===== config.mk =====
export PLATFORM = sky130hd
export DESIGN_NAME = cmpr_ctrl
export DESIGN_NICKNAME = d
export VERILOG_FILES = /design/src/rtl/core/cmpr_pkg.sv /design/src/rtl/core/cmpr_ctrl.sv
export SDC_FILE = /design/constraint.sdc
export NUM_CORES = 1
export LEC_CHECK = 0
export ABC_AREA = 1
export BUFFER_PORTS_ARGS = -buffer_cell sky130_fd_sc_hd__buf_2
export CAP_MARGIN = 20
export CORE_AREA = 2 2 39 41
export CTS_CLUSTER_DIAMETER = 30
export DETAILED_ROUTE_END_ITERATION = 6
export DIE_AREA = 0 0 41 43
export PLACE_DENSITY = 0.48
export SYNTH_ARGS = -nofsm -noshare
export SYNTH_HDL_FRONTEND = slang
export SYNTH_SLANG_ARGS = --single-unit

===== constraint.sdc =====
create_clock -name clock -period 1 [get_ports clock]
set_input_delay 0.15 -clock clock [delete_from_list [all_inputs] [get_ports clock]]
set_output_delay 0.15 -clock clock [all_outputs]
set_load 0.01 [all_outputs]

===== src/rtl/core/cmpr_pkg.sv =====
// Shared types, constants and helper functions for the cursor mask converter.
// Used by the controller, the datapath and the top level; depends on nothing.
package cmpr_pkg;

   // Image size limits and derived widths
   localparam int unsigned MAX_WIDTH   = 64;
   localparam int unsigned MAX_HEIGHT  = 64;
   localparam int unsigned MAX_DIM     = (MAX_WIDTH > MAX_HEIGHT) ? MAX_WIDTH : MAX_HEIGHT;
   localparam int unsigned STORE_DEPTH = MAX_WIDTH * MAX_HEIGHT;
   localparam int unsigned ADDR_W      = (STORE_DEPTH > 1) ? $clog2(STORE_DEPTH) : 1;
   localparam int unsigned COUNT_W     = $clog2(STORE_DEPTH + 1);
   localparam int unsigned DIM_W       = $clog2(MAX_DIM + 1);

   // Register file
   localparam int unsigned CFG_W   = 7;
   localparam int unsigned INDEX_W = 2;
   localparam logic [INDEX_W-1:0] REG_WIDTH  = 2'd0;
   localparam logic [INDEX_W-1:0] REG_HEIGHT = 2'd1;
   localparam logic [INDEX_W-1:0] REG_MONO   = 2'd2;
   localparam logic [CFG_W-1:0]   RESET_WIDTH  = 7'd32;
   localparam logic [CFG_W-1:0]   RESET_HEIGHT = 7'd32;

   // Operation codes carried in the request tuser
   localparam logic OP_LOAD = 1'b0;
   localparam logic OP_READ = 1'b1;

   // Pixel constants
   localparam logic [31:0] PIX_BLACK  = 32'hFF00_0000;
   localparam logic [31:0] PIX_WHITE  = 32'hFFFF_FFFF;
   localparam logic [31:0] PIX_CLEAR  = 32'h0000_0000;
   localparam logic [31:0] MASK_WHITE = 32'h00FF_FFFF;

   typedef enum logic [2:0] {
      ST_IDLE,
      ST_FETCH_DOWN,
      ST_FETCH_LEFT,
      ST_FETCH_RIGHT,
      ST_MULT,
      ST_EMIT
   } state_type;

   typedef enum logic [1:0] {
      NB_UP,
      NB_DOWN,
      NB_LEFT,
      NB_RIGHT
   } nbr_type;

   typedef struct packed {
      logic    load_pixel;
      logic    fetch_center;
      logic    fetch_nbr;
      nbr_type fetch_sel;
      logic    latch_center;
      logic    latch_nbr;
      nbr_type latch_sel;
      logic    mult_en;
      logic    set_error;
      logic    emit;
   } cmd_type;

   typedef struct packed {
      logic read_ok;
      logic rsp_free;
   } status_type;

   // Clamp a size register to 1..maxv
   function automatic logic [DIM_W-1:0] clamp_dim(input logic [CFG_W-1:0] v,
                                                  input int unsigned maxv);
      if (v == '0) begin
         return DIM_W'(1);
      end
      if (32'(v) > maxv) begin
         return DIM_W'(maxv);
      end
      return DIM_W'(v);
   endfunction

   // floor(p / 255) for any product of two bytes
   function automatic logic [7:0] div255(input logic [15:0] p);
      logic [16:0] s;
      s = {1'b0, p} + 17'(p[15:8]) + 17'd1;
      return s[15:8];
   endfunction

endpackage


===== src/rtl/core/cmpr_ctrl.sv =====
// Controller state machine: sequences loads and the pixel readout.
// Depends on cmpr_pkg; drives the datapath through cmd_type only.
module cmpr_ctrl (
   input  logic                 clock,
   input  logic                 reset,
   input  logic                 req_tvalid,
   input  logic                 req_tuser,
   input  cmpr_pkg::status_type status,
   output logic                 req_tready,
   output cmpr_pkg::cmd_type    cmd
);
   import cmpr_pkg::*;

   state_type state_ff;
   state_type state_in;

   always_ff @(posedge clock) begin
      if (reset) begin
         state_ff <= ST_IDLE;
      end else begin
         state_ff <= state_in;
      end
   end

   // next state
   always_comb begin
      state_in = state_ff;
      unique case (state_ff)
         ST_IDLE: begin
            if (req_tvalid && (req_tuser == OP_READ)) begin
               state_in = status.read_ok ? ST_FETCH_DOWN : ST_EMIT;
            end
         end
         ST_FETCH_DOWN:  state_in = ST_FETCH_LEFT;
         ST_FETCH_LEFT:  state_in = ST_FETCH_RIGHT;
         ST_FETCH_RIGHT: state_in = ST_MULT;
         ST_MULT:        state_in = ST_EMIT;
         ST_EMIT: begin
            if (status.rsp_free) begin
               state_in = ST_IDLE;
            end
         end
         default:        state_in = ST_IDLE;
      endcase
   end

   // outputs
   always_comb begin
      req_tready       = 1'b0;
      cmd              = '0;
      cmd.fetch_sel    = NB_UP;
      cmd.latch_sel    = NB_UP;
      unique case (state_ff)
         ST_IDLE: begin
            req_tready = 1'b1;
            if (req_tvalid) begin
               if (req_tuser == OP_LOAD) begin
                  cmd.load_pixel = 1'b1;
               end else if (status.read_ok) begin
                  cmd.fetch_center = 1'b1;
                  cmd.fetch_nbr    = 1'b1;
                  cmd.fetch_sel    = NB_UP;
               end else begin
                  cmd.set_error = 1'b1;
               end
            end
         end
         ST_FETCH_DOWN: begin
            cmd.latch_center = 1'b1;
            cmd.latch_nbr    = 1'b1;
            cmd.latch_sel    = NB_UP;
            cmd.fetch_nbr    = 1'b1;
            cmd.fetch_sel    = NB_DOWN;
         end
         ST_FETCH_LEFT: begin
            cmd.latch_nbr = 1'b1;
            cmd.latch_sel = NB_DOWN;
            cmd.fetch_nbr = 1'b1;
            cmd.fetch_sel = NB_LEFT;
         end
         ST_FETCH_RIGHT: begin
            cmd.latch_nbr = 1'b1;
            cmd.latch_sel = NB_LEFT;
            cmd.fetch_nbr = 1'b1;
            cmd.fetch_sel = NB_RIGHT;
         end
         ST_MULT: begin
            cmd.mult_en = 1'b1;
         end
         ST_EMIT: begin
            cmd.emit = status.rsp_free;
         end
         default: begin
            cmd.emit = 1'b0;
         end
      endcase
   end

endmodule


Yosys cells after proc, flatten, opt, wreduce, memory -nomap -nowiden --
Index checks and enable logic that the tools add are counted.
Cells by class: eq/ne operators 7, multiplexer cells 19, reductions and logical operators 3
Operators by type and width (number):
- $pmux W3 S6 | 1
- $pmux W3 S4 | 1
- $mux W1 | 9
- $mux W3 | 3
- $pmux W3 S3 | 1
- $mux W4 | 2
- $eq A3 B2 Y1 const B | 2
- $eq A3 B3 Y1 const B | 2
- $mux W5 | 1
- $ne A2 B2 Y1 const B | 2
- $eq A3 B1 Y1 const B | 1
- $logic_not A3 Y1 | 1
- $mux W2 | 1
- $reduce_and A2 Y1 | 1
- $logic_and A1 B1 Y1 | 1
Storage, ports and cells: flip-flop bits (word level) 3, input bits 6, output and inout port bits 13, logic and storage cells 30

Longest topological paths before layout --
Gate-level depths: netlist of run 1.
depth in word-level cells 4, gate-level depth with buffers 5, gate-level depth less buffers 5

Least setup slack after synthesis of run 1 --
No wires, ideal clock.
kind flip-flop to output port, from register state_ff[0], to output port cmd[7] in the netlist's numbering, data arrival time 0.957 ns, required time 0.850 ns, path slack -0.107 ns, stages on the path, launching flop included 4, buffers on the path 0, cells stage by stage dfxtp_1 > inv_1 > nor3_1 > or2_2
RTL lines:
- start, declared | RTL line cmpr_ctrl.sv:14 | state_type state_ff;
- start signal, assigned | RTL line cmpr_ctrl.sv:21 | state_ff <= state_in;
- end, declared | RTL line cmpr_ctrl.sv:10 | output cmpr_pkg::cmd_type cmd

==> run summary, run 1 <==
Worst Tran Pin Value -> 0.1651 ns
PortBufs -> 18
Failing checks -> negative setup slack
Syn_area_per_cell -> 5.311 um^2
Maximum VDD drop -> 1.280 mV
Finished Core Util -> 40.96%
Max cap viols -> 0
N_diodes -> 0
Mapped cell area -> 239.0 um^2
Starting density of the core -> 17.27%
Placed cell area -> 431.7 um^2
Layout cells sized above 1 -> 72.37%
Setup ws final -> -0.2309 ns
Hold Vio Cnt, Final -> 0
CTS Buf Count -> 3
Slew headroom -> 88.94%
Final instance area -> 566.8 um^2
Synth warn -> 0
Die boundary width -> 41 um
H-tree Lvls -> 1
Place WS -> -0.07451 ns
Reg2Reg Capture Point -> state_ff[0]
FP Rows -> 14
Final setup violating endpoints -> 13
Net Count, Synth -> 51
Die extent in y -> 43 um
CTS root buffer -> clkbuf_4
Deepest clock path buffer count -> 2
Clock sink count -> 3
Min cycle time layout -> 1.231 ns
Max Transition Viols Final -> 0
Iter 0 DRT Violations -> 0
Total number of vias -> 376
Total power draw -> 0.001611 W
Most common cell after layout, fill and taps aside -> buf_2
Critical path startpoint -> state_ff[2]
Worst-Skew Late Latency -> 0.22 ns
GP Congestion -> 0.6472
Initial antenna violation count -> 0
Vias in the first global route -> 335
Min-delay worst type -> input pin to flop
Yosys reg bits -> 3
Global route overflow -> 0
Status -> complete, but fails checks
Die area -> 1763 um^2
Nets -> 83
Largest register FFs -> 3
RSZ-0062 raised after global routing -> true
Post-CTS Hold Fix Bufs -> 0
Core area -> 1384 um^2
FF-to-FF Start -> state_ff[1]
Clk pin slew, worst setup/hold paths -> 0.03 ns
CP required -> 0.85 ns
# IOs -> 19
Leakage power -> 0.3081 nW
Period utilisation layout -> 123.1%
DP HPWL -> 597.7 um
Worst setup EP type -> output pin
TritonCTS clock tree -> done
Final WL -> 718 um
Antenna Nets Post-Route -> 0
Setup crit end -> cmd[11]
Slowest CP cell -> dfxtp_4
Largest net degree at the start of global routing -> 8
Flop2flop setup slack -> 0.06 ns
CP Max Fanout -> 7
Pwr/cell area -> 2842 nW/um^2
Most frequent cells in the layout -> buf_2 (16), nand2_1 (6), nor2_1 (6), buf_6 (6), buf_4 (6)
Number of cells produced by synthesis -> 45
Crit path kind -> flop to output pin
Drt pass-1 iters -> 1
DRC -> 0
CP max stage delay -> 0.36 ns
All-Layer GR Usage -> 9.428%
Vias per cell -> 4.087
Layout area overhead -> 137.2%
Top flop regs -> state_ff x3
Reg2Reg Depth -> 6
Post-synthesis sequential area ratio -> 25.13%
Fmax -> 0.8124 GHz
Setup_tns -> -2.183 ns
First-pass GRT wire length -> 1138 um
Largest Register -> state_ff
CP cell instances -> buf_6 -> nor2_4 -> nand2_1 -> nor2_2 -> buf_2
Crit path DAT -> 1.08 ns
Worst Skew -> 0.0005349 ns
DR WL/cell -> 7.804 um
Library cells used by synthesis -> 11
Startpoint Class -> flop
==> critical path: cells and delay by family (launching register included) <==
family                 cells  cell delay, ns
and+or+nand+nor            3            0.24
DFF                        1            0.36
buffers and inverters      2            0.24
==> area by class of cell <==
type / instances / area [um^2]
fillers: 156 / 817.0
multi-input cells: 34 / 225.2
repair buffers: 28 / 192.7
flip-flops and latches: 3 / 71.32
inverters: 7 / 31.28
clock buffers: 4 / 26.28
well taps: 16 / 20.02
==> where the power goes <==
part	leakage, nW	total [W]	internal (W)	switching (W)
clock	0.0150	0.000202	0.000149	0.0000529
combinational	0.266	0.00113	0.000603	0.000530
sequential	0.0267	0.000276	0.000183	0.0000932
total	0.308	0.00161	0.000935	0.000676
==> logic make-up after synthesis <==
group | after synthesis | synth area share [%]
buffers and inverters | 8 | 14.14
and+or+nand+nor | 29 | 50.26
AOI/OAI and AO/OA | 5 | 10.47
DFF | 3 | 25.13
==> cells in the mapped netlist <==
master   count  area (um^2)
nor2_1      13        48.80
nand2_1      9        33.78
inv_1        7        26.28
a21oi_1      4        20.02
dfxtp_1      3        60.06
nand3_1      3        15.01
nor3_1       2        10.01
buf_4        1        7.510
nor2_2       1        6.260
o21ai_0      1        5.000
or2_2        1        6.260
==> metrics by stage <==
stage | hold WS (ns) | std cells
after floorplan | 0.2144 | 45
after global placement | 0.3382 | 87
after detailed placement | 0.3383 | 87
after CTS | 0.09565 | 92
after global routing | 0.1007 | 92
final | 0.1016 | 92
==> how the worst min path moves through the flow <==
| stage | from | end | slack (ns) | cells past startpoint |
|---|---|---|---|---|
| floorplan | reset | state_ff[1] | 0.21 | 1 |
| global placement | reset | state_ff[1] | 0.34 | 2 |
| detailed placement | reset | state_ff[1] | 0.34 | 2 |
| CTS | reset | state_ff[1] | 0.1 | 2 |
| global route | reset | state_ff[0] | 0.10 | 2 |
| finish | reset | state_ff[0] | 0.10 | 2 |
==> per-layer routing <==
layer / global-route usage (%) / wire [um]
met2: 16.25 / 382
met3: 1.571 / 59
met5: 0 / 0
met1: 9.615 / 277
met4: 6.000 / 0
==> repair_timing <==
action                     4_1_cts  5_1_grt
setup endpoints to repair       15       15
resized for setup               22        6
buffers inserted                 1        0
pin swaps                        8        3
gates cloned                     0        0
(Power assumes the default switching activity.)
==> run 2, diff against run 1 <==
--- a/config.mk
+++ b/config.mk
@@ -6,13 +6,13 @@
 export NUM_CORES = 1
 export LEC_CHECK = 0
 export ABC_AREA = 1
-export BUFFER_PORTS_ARGS = -buffer_cell sky130_fd_sc_hd__buf_2
 export CAP_MARGIN = 20
 export CORE_AREA = 2 2 39 41
 export CTS_CLUSTER_DIAMETER = 30
 export DETAILED_ROUTE_END_ITERATION = 6
 export DIE_AREA = 0 0 41 43
-export PLACE_DENSITY = 0.48
+export DONT_BUFFER_PORTS = 1
+export PLACE_DENSITY = 0.36
 export SYNTH_ARGS = -nofsm -noshare
 export SYNTH_HDL_FRONTEND = slang
 export SYNTH_SLANG_ARGS = --single-unit
==> run 2 against run 1 <==
  * The flow still finishes with violations (negative setup slack)
  * Wire length rose by 15%
  * Critical path type unchanged
  * Sequential power barely moved
  * Critical endpoint is now cmd[1]
  * Final area fell by 0.88%
  * Register-to-register slack got worse by 0.18 ns
  * Core utilization fell by 0.36 points
==> run summary, run 2 (same netlist as run 1, synthesis figures left out) <==
Worst setup EP type -> output pin
Final WL -> 825 um (+15%)
Crit path DAT -> 1.05 ns (-0.03 ns)
Most common cell after layout, fill and taps aside -> buf_4
Vias per cell -> 4.366 (+6.8%)
M1 wire length -> 272 um (-1.8%)
Min-delay worst type -> input pin to flop
First-pass GRT wire length -> 1193 um (+4.8%)
Failing checks -> negative setup slack
Die boundary width -> 41 um (unchanged)
Slew headroom -> 87.72% (-1.2 points)
Reg2Reg Capture Point -> state_ff[2]
Sequential share of power -> 16.4% (-0.8 points)
Nets -> 73 (-12%)
Die extent in y -> 43 um (unchanged)
Placed insts -> 71 (-18%)
Hold slack final -> 0.06516 ns (-0.03643 ns)
CP required -> 0.85 ns (about the same)
RSZ-0062 raised after global routing -> true
Initial antenna violation count -> 0 (unchanged)
Max cap viols -> 0 (unchanged)
H-tree Lvls -> 1 (unchanged)
Setup_tns -> -2.139 ns (+0.04415 ns)
Pint -> 0.0009374 W (+0.24%)
Place WS -> -0.04421 ns (+0.03030 ns)
DRC -> 0 (unchanged)
Starting density of the core -> 17.27% (unchanged)
Comb power frac -> 71.3% (+1.0 points)
Clock group share of total power -> 12.4% (about the same)
Clk pin slew, worst setup/hold paths -> 0.03 ns (about the same)
Drt pass-1 iters -> 4 (+3)
Leakage power -> 0.2552 nW (-17%)
Layout cells sized above 1 -> 66.67% (-5.7 points)
Fmax -> 0.8320 GHz (+2.4%)
Largest register FFs -> 3 (unchanged)
Total power draw -> 0.001683 W (+4.5%)
Largest Register -> state_ff
Iter 0 DRT Violations -> 1 (+1)
Pwr/cell area -> 2995 nW/um^2 (+5.4%)
DR WL/cell -> 10.06 um (+29%)
CP Max Fanout -> 6 (-1)
CTS Buf Count -> 3 (unchanged)
Deepest clock path buffer count -> 2 (unchanged)
HP Start -> reset
Largest net degree at the start of global routing -> 7 (-1)
Vias in the first global route -> 318 (-5.1%)
GP Congestion -> 0.6265 (-3.2%)
Antenna Nets Post-Route -> 0 (unchanged)
Max Transition Viols Final -> 0 (unchanged)
Status -> complete, but fails checks
Endpoint, Worst Hold -> state_ff[2]
Layout area overhead -> 135.1%
All-Layer GR Usage -> 9.920% (+0.49 points)
Max layer used -> met3
Maximum VDD drop -> 1.085 mV (-15%)
Flop2flop setup slack -> -0.12 ns (-0.18 ns)
Startpoint Class -> flop
Crit path kind -> flop to output pin
Top flop regs -> state_ff x3
Die area -> 1763 um^2 (unchanged)
Final setup violating endpoints -> 15 (+2)
# IOs -> 19 (unchanged)
Reg2Reg Depth -> 7 (+1)
DP HPWL -> 581.9 um (-2.6%)
FP Rows -> 14 (unchanged)
N_diodes -> 0 (unchanged)
Met3 wire length -> 59 um (unchanged)
Hold Vio Cnt, Final -> 0 (unchanged)
Sw power -> 0.0007454 W (+10%)
Worst-Skew Late Latency -> 0.23 ns (about the same)
Fin cells -> 82 (-11%)
Core area -> 1384 um^2 (unchanged)
Worst Tran Pin Value -> 0.1836 ns (+0.01852 ns)
Period utilisation layout -> 120.2% (-2.9 points)
PortBufs -> 0 (-18)
Sw Ratio -> 44.30% (+2.3 points)
Clock sink count -> 3 (unchanged)
CTS root buffer -> clkbuf_4
Global route overflow -> 0 (unchanged)
Most frequent cells in the layout -> buf_4 (12), nand2_1 (7), nor2_4 (6), nor2_1 (6), buf_6 (5)
FF-to-FF Start -> state_ff[2]
Hold path cells -> 3 (+1)
TritonCTS clock tree -> done
Total number of vias -> 358 (-4.8%)
Routed length on met2 -> 493 um (+29%)
Worst Skew -> 0.002833 ns (+0.002298 ns)
Min cycle time layout -> 1.202 ns (-0.02889 ns)
Setup ws final -> -0.2020 ns (+0.02889 ns)
run 2: cell types whose count changed in the layout (fill, tap and decap cells not counted), sizes merged:
cell	delta
buf	-11
clkinvlp	+1
dlygate4sd3	+1
inv	-1
run 2: what timing repair did:
item | in CTS | in global routing
gates resized for setup | 20 | 15
endpoints found under the setup margin | 15 | 15
pin swaps | 7 | 6
buffers inserted | 3 | 3
hold buffers | 1 | 0
hold endpoints to repair | 2 | 0
run 2: routing by layer:
| metal | vias up | track usage (%) |
|---|---|---|
| met1 | 162 | 9.585 |
| met4 | 0 | 6.000 |
| met3 | 0 | 2.094 |
| li1 | 181 | - |
| met5 | - | 0 |
| met2 | 15 | 17.50 |
run 2: power by group through the flow:
stage          logic (W)  clock network, W  registers [W]
5_1_grt          0.00131          0.000225       0.000284
6_report         0.00120          0.000208       0.000275
4_1_cts         0.000970          0.000225       0.000269
3_5_place_dp    0.000777                 0       0.000239
3_3_place_gp    0.000775                 0       0.000242
2_1_floorplan   0.000486                 0       0.000221
run 2: stage by stage:
stage	area [um^2]	utilization, %
floorplan	265.3	-
global placement	356.6	25.77
detailed placement	356.6	25.77
CTS	476.7	34.45
global route	561.8	40.60
finish	561.8	40.60
run 2: worst max-delay path by stage:
stage,startpoint,endpoint,slack [ns],depth (start not counted)
6_report,state_ff[2],cmd[1],-0.20,4
5_1_grt,state_ff[2],cmd[11],-0.26,4
4_1_cts,state_ff[2],cmd[11],-0.20,4
3_5_place_dp,state_ff[1],cmd[1],-0.04,3
3_3_place_gp,state_ff[1],state_ff[0],-0.01,4
2_1_floorplan,state_ff[2],cmd[7],-0.02,3
run 2: cell type report:
cell class                 count  area (um^2)
multi-input combinational     34        252.7
fill                         150        822.0
timing repair buffer          18        156.4
inverter                       7        35.03
clock buffer                   4        26.28
sequential                     3        71.32
tap                           16        20.02
run 2: critical path: stages, from the launching register on:
cell	delay [ns]
dfxtp_4	0.36
buf_4	0.14
clkinvlp_4	0.11
nand3_4	0.09
nor2_4	0.11
==> run 3, diff against run 2 <==
--- a/config.mk
+++ b/config.mk
@@ -5,14 +5,13 @@
 export SDC_FILE = /design/constraint.sdc
 export NUM_CORES = 1
 export LEC_CHECK = 0
-export ABC_AREA = 1
 export CAP_MARGIN = 20
 export CORE_AREA = 2 2 39 41
 export CTS_CLUSTER_DIAMETER = 30
 export DETAILED_ROUTE_END_ITERATION = 6
 export DIE_AREA = 0 0 41 43
 export DONT_BUFFER_PORTS = 1
-export PLACE_DENSITY = 0.36
+export PLACE_DENSITY = 0.37
 export SYNTH_ARGS = -nofsm -noshare
 export SYNTH_HDL_FRONTEND = slang
 export SYNTH_SLANG_ARGS = --single-unit
==> run 3 against run 2 <==
  * The run still ends with negative setup slack left
  * First-iteration DRC count grew 100%
  * Register-to-register slack gained 0.09 ns
  * Non-clock buffer count shrank 4
  * Final area shrank 23%
  * Via count shrank 21%
  * Critical path depth shrank 1
  * Sequential share of layout area grew 3.2 points
  * Critical endpoint is now cmd[9]
==> run summary, run 3 <==
Status -> complete, but fails checks
Failing checks -> negative setup slack
Post-synth EDFFs -> 0 (unchanged)
Simple-gate share of the synthesized area -> 50.00% (-0.26 points)
Largest Register -> state_ff
Hold path cells -> 2 (-1)
FF-to-FF Start -> state_ff[1]
Library cells used by synthesis -> 22 (+11)
Post-synthesis sequential area ratio -> 23.30% (-1.8 points)
H-tree Lvls -> 1 (unchanged)
Pwr/cell area -> 1649 nW/um^2 (-45%)
Most common cell after layout, fill and taps aside -> buf_4
Worst Tran Pin Value -> 0.1968 ns (+0.01325 ns)
Largest net degree at the start of global routing -> 10 (+3)
Min-delay worst type -> input pin to flop
Combinational family with the most area after synthesis -> simple AND/OR/NAND/NOR gates
# IOs -> 19 (unchanged)
Total number of vias -> 284 (-21%)
CP Max Fanout -> 2 (-4)
Worst Skew -> 0.001374 ns (-0.001459 ns)
Net Count, Synth -> 38 (-25%)
Initial antenna violation count -> 0 (unchanged)
Final setup violating endpoints -> 14 (-1)
Mapped cell area -> 257.7 um^2 (+7.9%)
Layout area overhead -> 68.45%
Yosys reg bits -> 3 (unchanged)
Period utilisation layout -> 126.4% (+6.2 points)
DRC -> 0 (unchanged)
N_diodes -> 0 (unchanged)
Reg area -> 68.82 um^2 (-3.5%)
Nets -> 54 (-26%)
Syn_area_per_cell -> 8.055 um^2 (+52%)
Pint -> 0.0004835 W (-48%)
Leakage power -> 0.1971 nW (-23%)
HP Start -> reset
Global route overflow -> 0 (unchanged)
Worst setup EP type -> output pin
Comb power frac -> 48.0% (-23 points)
Prevailing post-synth register cell -> dfxtp_1
Footprint of the multi-input gates -> 207.7 um^2 (-18%)
Placed cell area -> 335.3 um^2 (-6.0%)
Reg2Reg Depth -> 4 (-3)
Setup_tns -> -2.806 ns (-0.6673 ns)
Worst-Skew Late Latency -> 0.22 ns (about the same)
Crit path DAT -> 1.11 ns (+0.06 ns)
Fmax -> 0.7911 GHz (-4.9%)
Sw power -> 0.0002326 W (-69%)
Most frequent cells in the layout -> buf_4 (13), clkbuf_4 (3)
Die extent in y -> 43 um (unchanged)
Clock sink count -> 3 (unchanged)
Final instance area -> 434.2 um^2 (-23%)
Adder-cell area share of the yosys netlist -> 0% (unchanged)
Die boundary width -> 41 um (unchanged)
Yosys top cell area share -> 23.30% (-1.8 points)
Cell taking the most area after synthesis -> dfxtp_1
Number of cells produced by synthesis -> 32 (-29%)
Xor/xnor share of the synthesized area -> 3.398% (+3.4 points)
CTS Buf Count -> 3 (unchanged)
CP max stage delay -> 0.34 ns (-0.02 ns)
Maximum VDD drop -> 0.4588 mV (-58%)
Filler cells -> 155 (+3.3%)
Synth warn -> 0 (unchanged)
Starting density of the core -> 18.63% (+1.4 points)
Deepest clock path buffer count -> 2 (unchanged)
CP required -> 0.85 ns (about the same)
Drt pass-1 iters -> 2 (-2)
Ranking of synthesized cells by area -> dfxtp_1 (23%), buf_6 (8.7%), nor2b_1 (7.3%)
Crit path kind -> flop to output pin
Critical path startpoint -> state_ff[2]
Largest register FFs -> 3 (unchanged)
Sequential share of power -> 23.7% (+7.3 points)
TritonCTS clock tree -> done
Vias per cell -> 4.508 (+3.3%)
Slowest CP cell -> dfxtp_4
Top flop regs -> state_ff x3
Slew headroom -> 86.83% (-0.89 points)
DR WL/cell -> 11.22 um (+12%)
Compound-cell area share of the yosys netlist -> 10.19% (-0.28 points)
First-pass GRT wire length -> 1062 um (-11%)
All-Layer GR Usage -> 9.054% (-0.87 points)
Ys async rst share -> 0% (unchanged)
Most frequent cell after synthesis -> nor2_1
Clk pin slew, worst setup/hold paths -> 0.04 ns (about the same)
Die area -> 1763 um^2 (unchanged)
GP Congestion -> 0.6107 (-2.5%)
CTS root buffer -> clkbuf_4
Most common library cells after synthesis -> nor2_1 (4), dfxtp_1 (3), nor2b_1 (3)
Antenna Nets Post-Route -> 0 (unchanged)
Startpoint Class -> flop
Clock group share of total power -> 28.3% (+16 points)
Iter 0 DRT Violations -> 2 (+1)
Max Transition Viols Final -> 0 (unchanged)
Multiplexer share of the synthesized area -> 0% (unchanged)
CP cell instances -> nor3_4 -> and4_4 -> or2_4
Core area -> 1384 um^2 (unchanged)
PortBufs -> 0 (unchanged)
DP HPWL -> 520.5 um (-11%)
RSZ-0062 raised after global routing -> true
Vias in the first global route -> 272 (-14%)
FP Rows -> 14 (unchanged)
Hold Vio Cnt, Final -> 0 (unchanged)
Setup ws final -> -0.2640 ns (-0.06204 ns)
Min cycle time layout -> 1.264 ns (+0.06204 ns)
Max cap viols -> 0 (unchanged)
Layout cells sized above 1 -> 63.83% (-2.8 points)
Final WL -> 707 um (-14%)
Sw Ratio -> 32.48% (-12 points)
[run 3: cell count changes in the layout (fill, tap and decap cells not counted), moves of 2 or more]
cell     before  now
buf_6         5    0
inv_1         3    1
inv_4         2    0
nand2_1       7    2
nor2_1        6    2
nor2_4        6    1
nor2b_4       0    2
[run 3: timing repair]
action | in CTS | in global routing
pin swaps | 4 | 0
endpoints found under the hold margin | 2 | 0
setup endpoints to repair | 14 | 14
hold buffers | 1 | 0
buffers inserted | 3 | 0
resized for setup | 13 | 0
[run 3: cell type report]
| class | instances | share of cell area, % |
|---|---|---|
| repair buffers | 14 | 24.78 |
| flip-flops and latches | 3 | 15.85 |
| clock buffers | 4 | 6.052 |
| inverters | 1 | 0.8646 |
| multi-input cells | 25 | 47.84 |
| well taps | 16 | 4.611 |
[run 3: critical path: cells and delay by family, from the launching register on]
kind             cells  cell delay [ns]
AND/OR/NAND/NOR      3             0.55
flip-flops           1             0.34
[run 3: kinds of logic after synthesis]
family                 after synthesis
buffers and inverters                4
AO/OA/AOI/OAI                        4
AND/OR/NAND/NOR                     20
XOR/XNOR                             1
flip-flops                           3
[run 3: worst paths after layout]
kind | endpoint | slack [ns]
worst max-delay path | cmd[9] | -0.26
worst min-delay path | state_ff[0] | 0.10
worst max register to register | state_ff[2] | -0.03
worst min register to register | state_ff[1] | 0.56
[run 3: power groups by stage]
| stage | Combinational, W | Clock [W] | Sequential [W] |
|---|---|---|---|
| global placement | 0.000272 | 0 | 0.000180 |
| CTS | 0.000348 | 0.000213 | 0.000170 |
| detailed placement | 0.000273 | 0 | 0.000178 |
| finish | 0.000344 | 0.000203 | 0.000170 |
| global route | 0.000377 | 0.000218 | 0.000175 |
| floorplan | 0.000229 | 0 | 0.000144 |
[run 3: layer usage]
metal | vias up | share of wire [%] | global-route usage [%] | wire [um]
li1 | 140 | - | - | -
met1 | 133 | 39 | 11.00 | 274
met2 | 11 | 53 | 13.13 | 378
met3 | 0 | 7.6 | 2.618 | 54
met4 | 0 | 0 | 6.000 | 0
met5 | - | 0 | 0 | 0
[run 3: stage by stage]
step           cells  hold WS [ns]  worst slack [ns]  total power [W]  util, %
3_5_place_dp      55        0.2238           -0.1425        0.0004509    24.23
4_1_cts           63        0.1010           -0.2807        0.0007312    31.37
6_report          63        0.1024           -0.2640        0.0007161    31.37
5_1_grt           63        0.1129           -0.3300        0.0007698    31.37
3_3_place_gp      55        0.2234           -0.1527        0.0004518    24.23
2_1_floorplan     32        0.2194           -0.2072        0.0003732        -
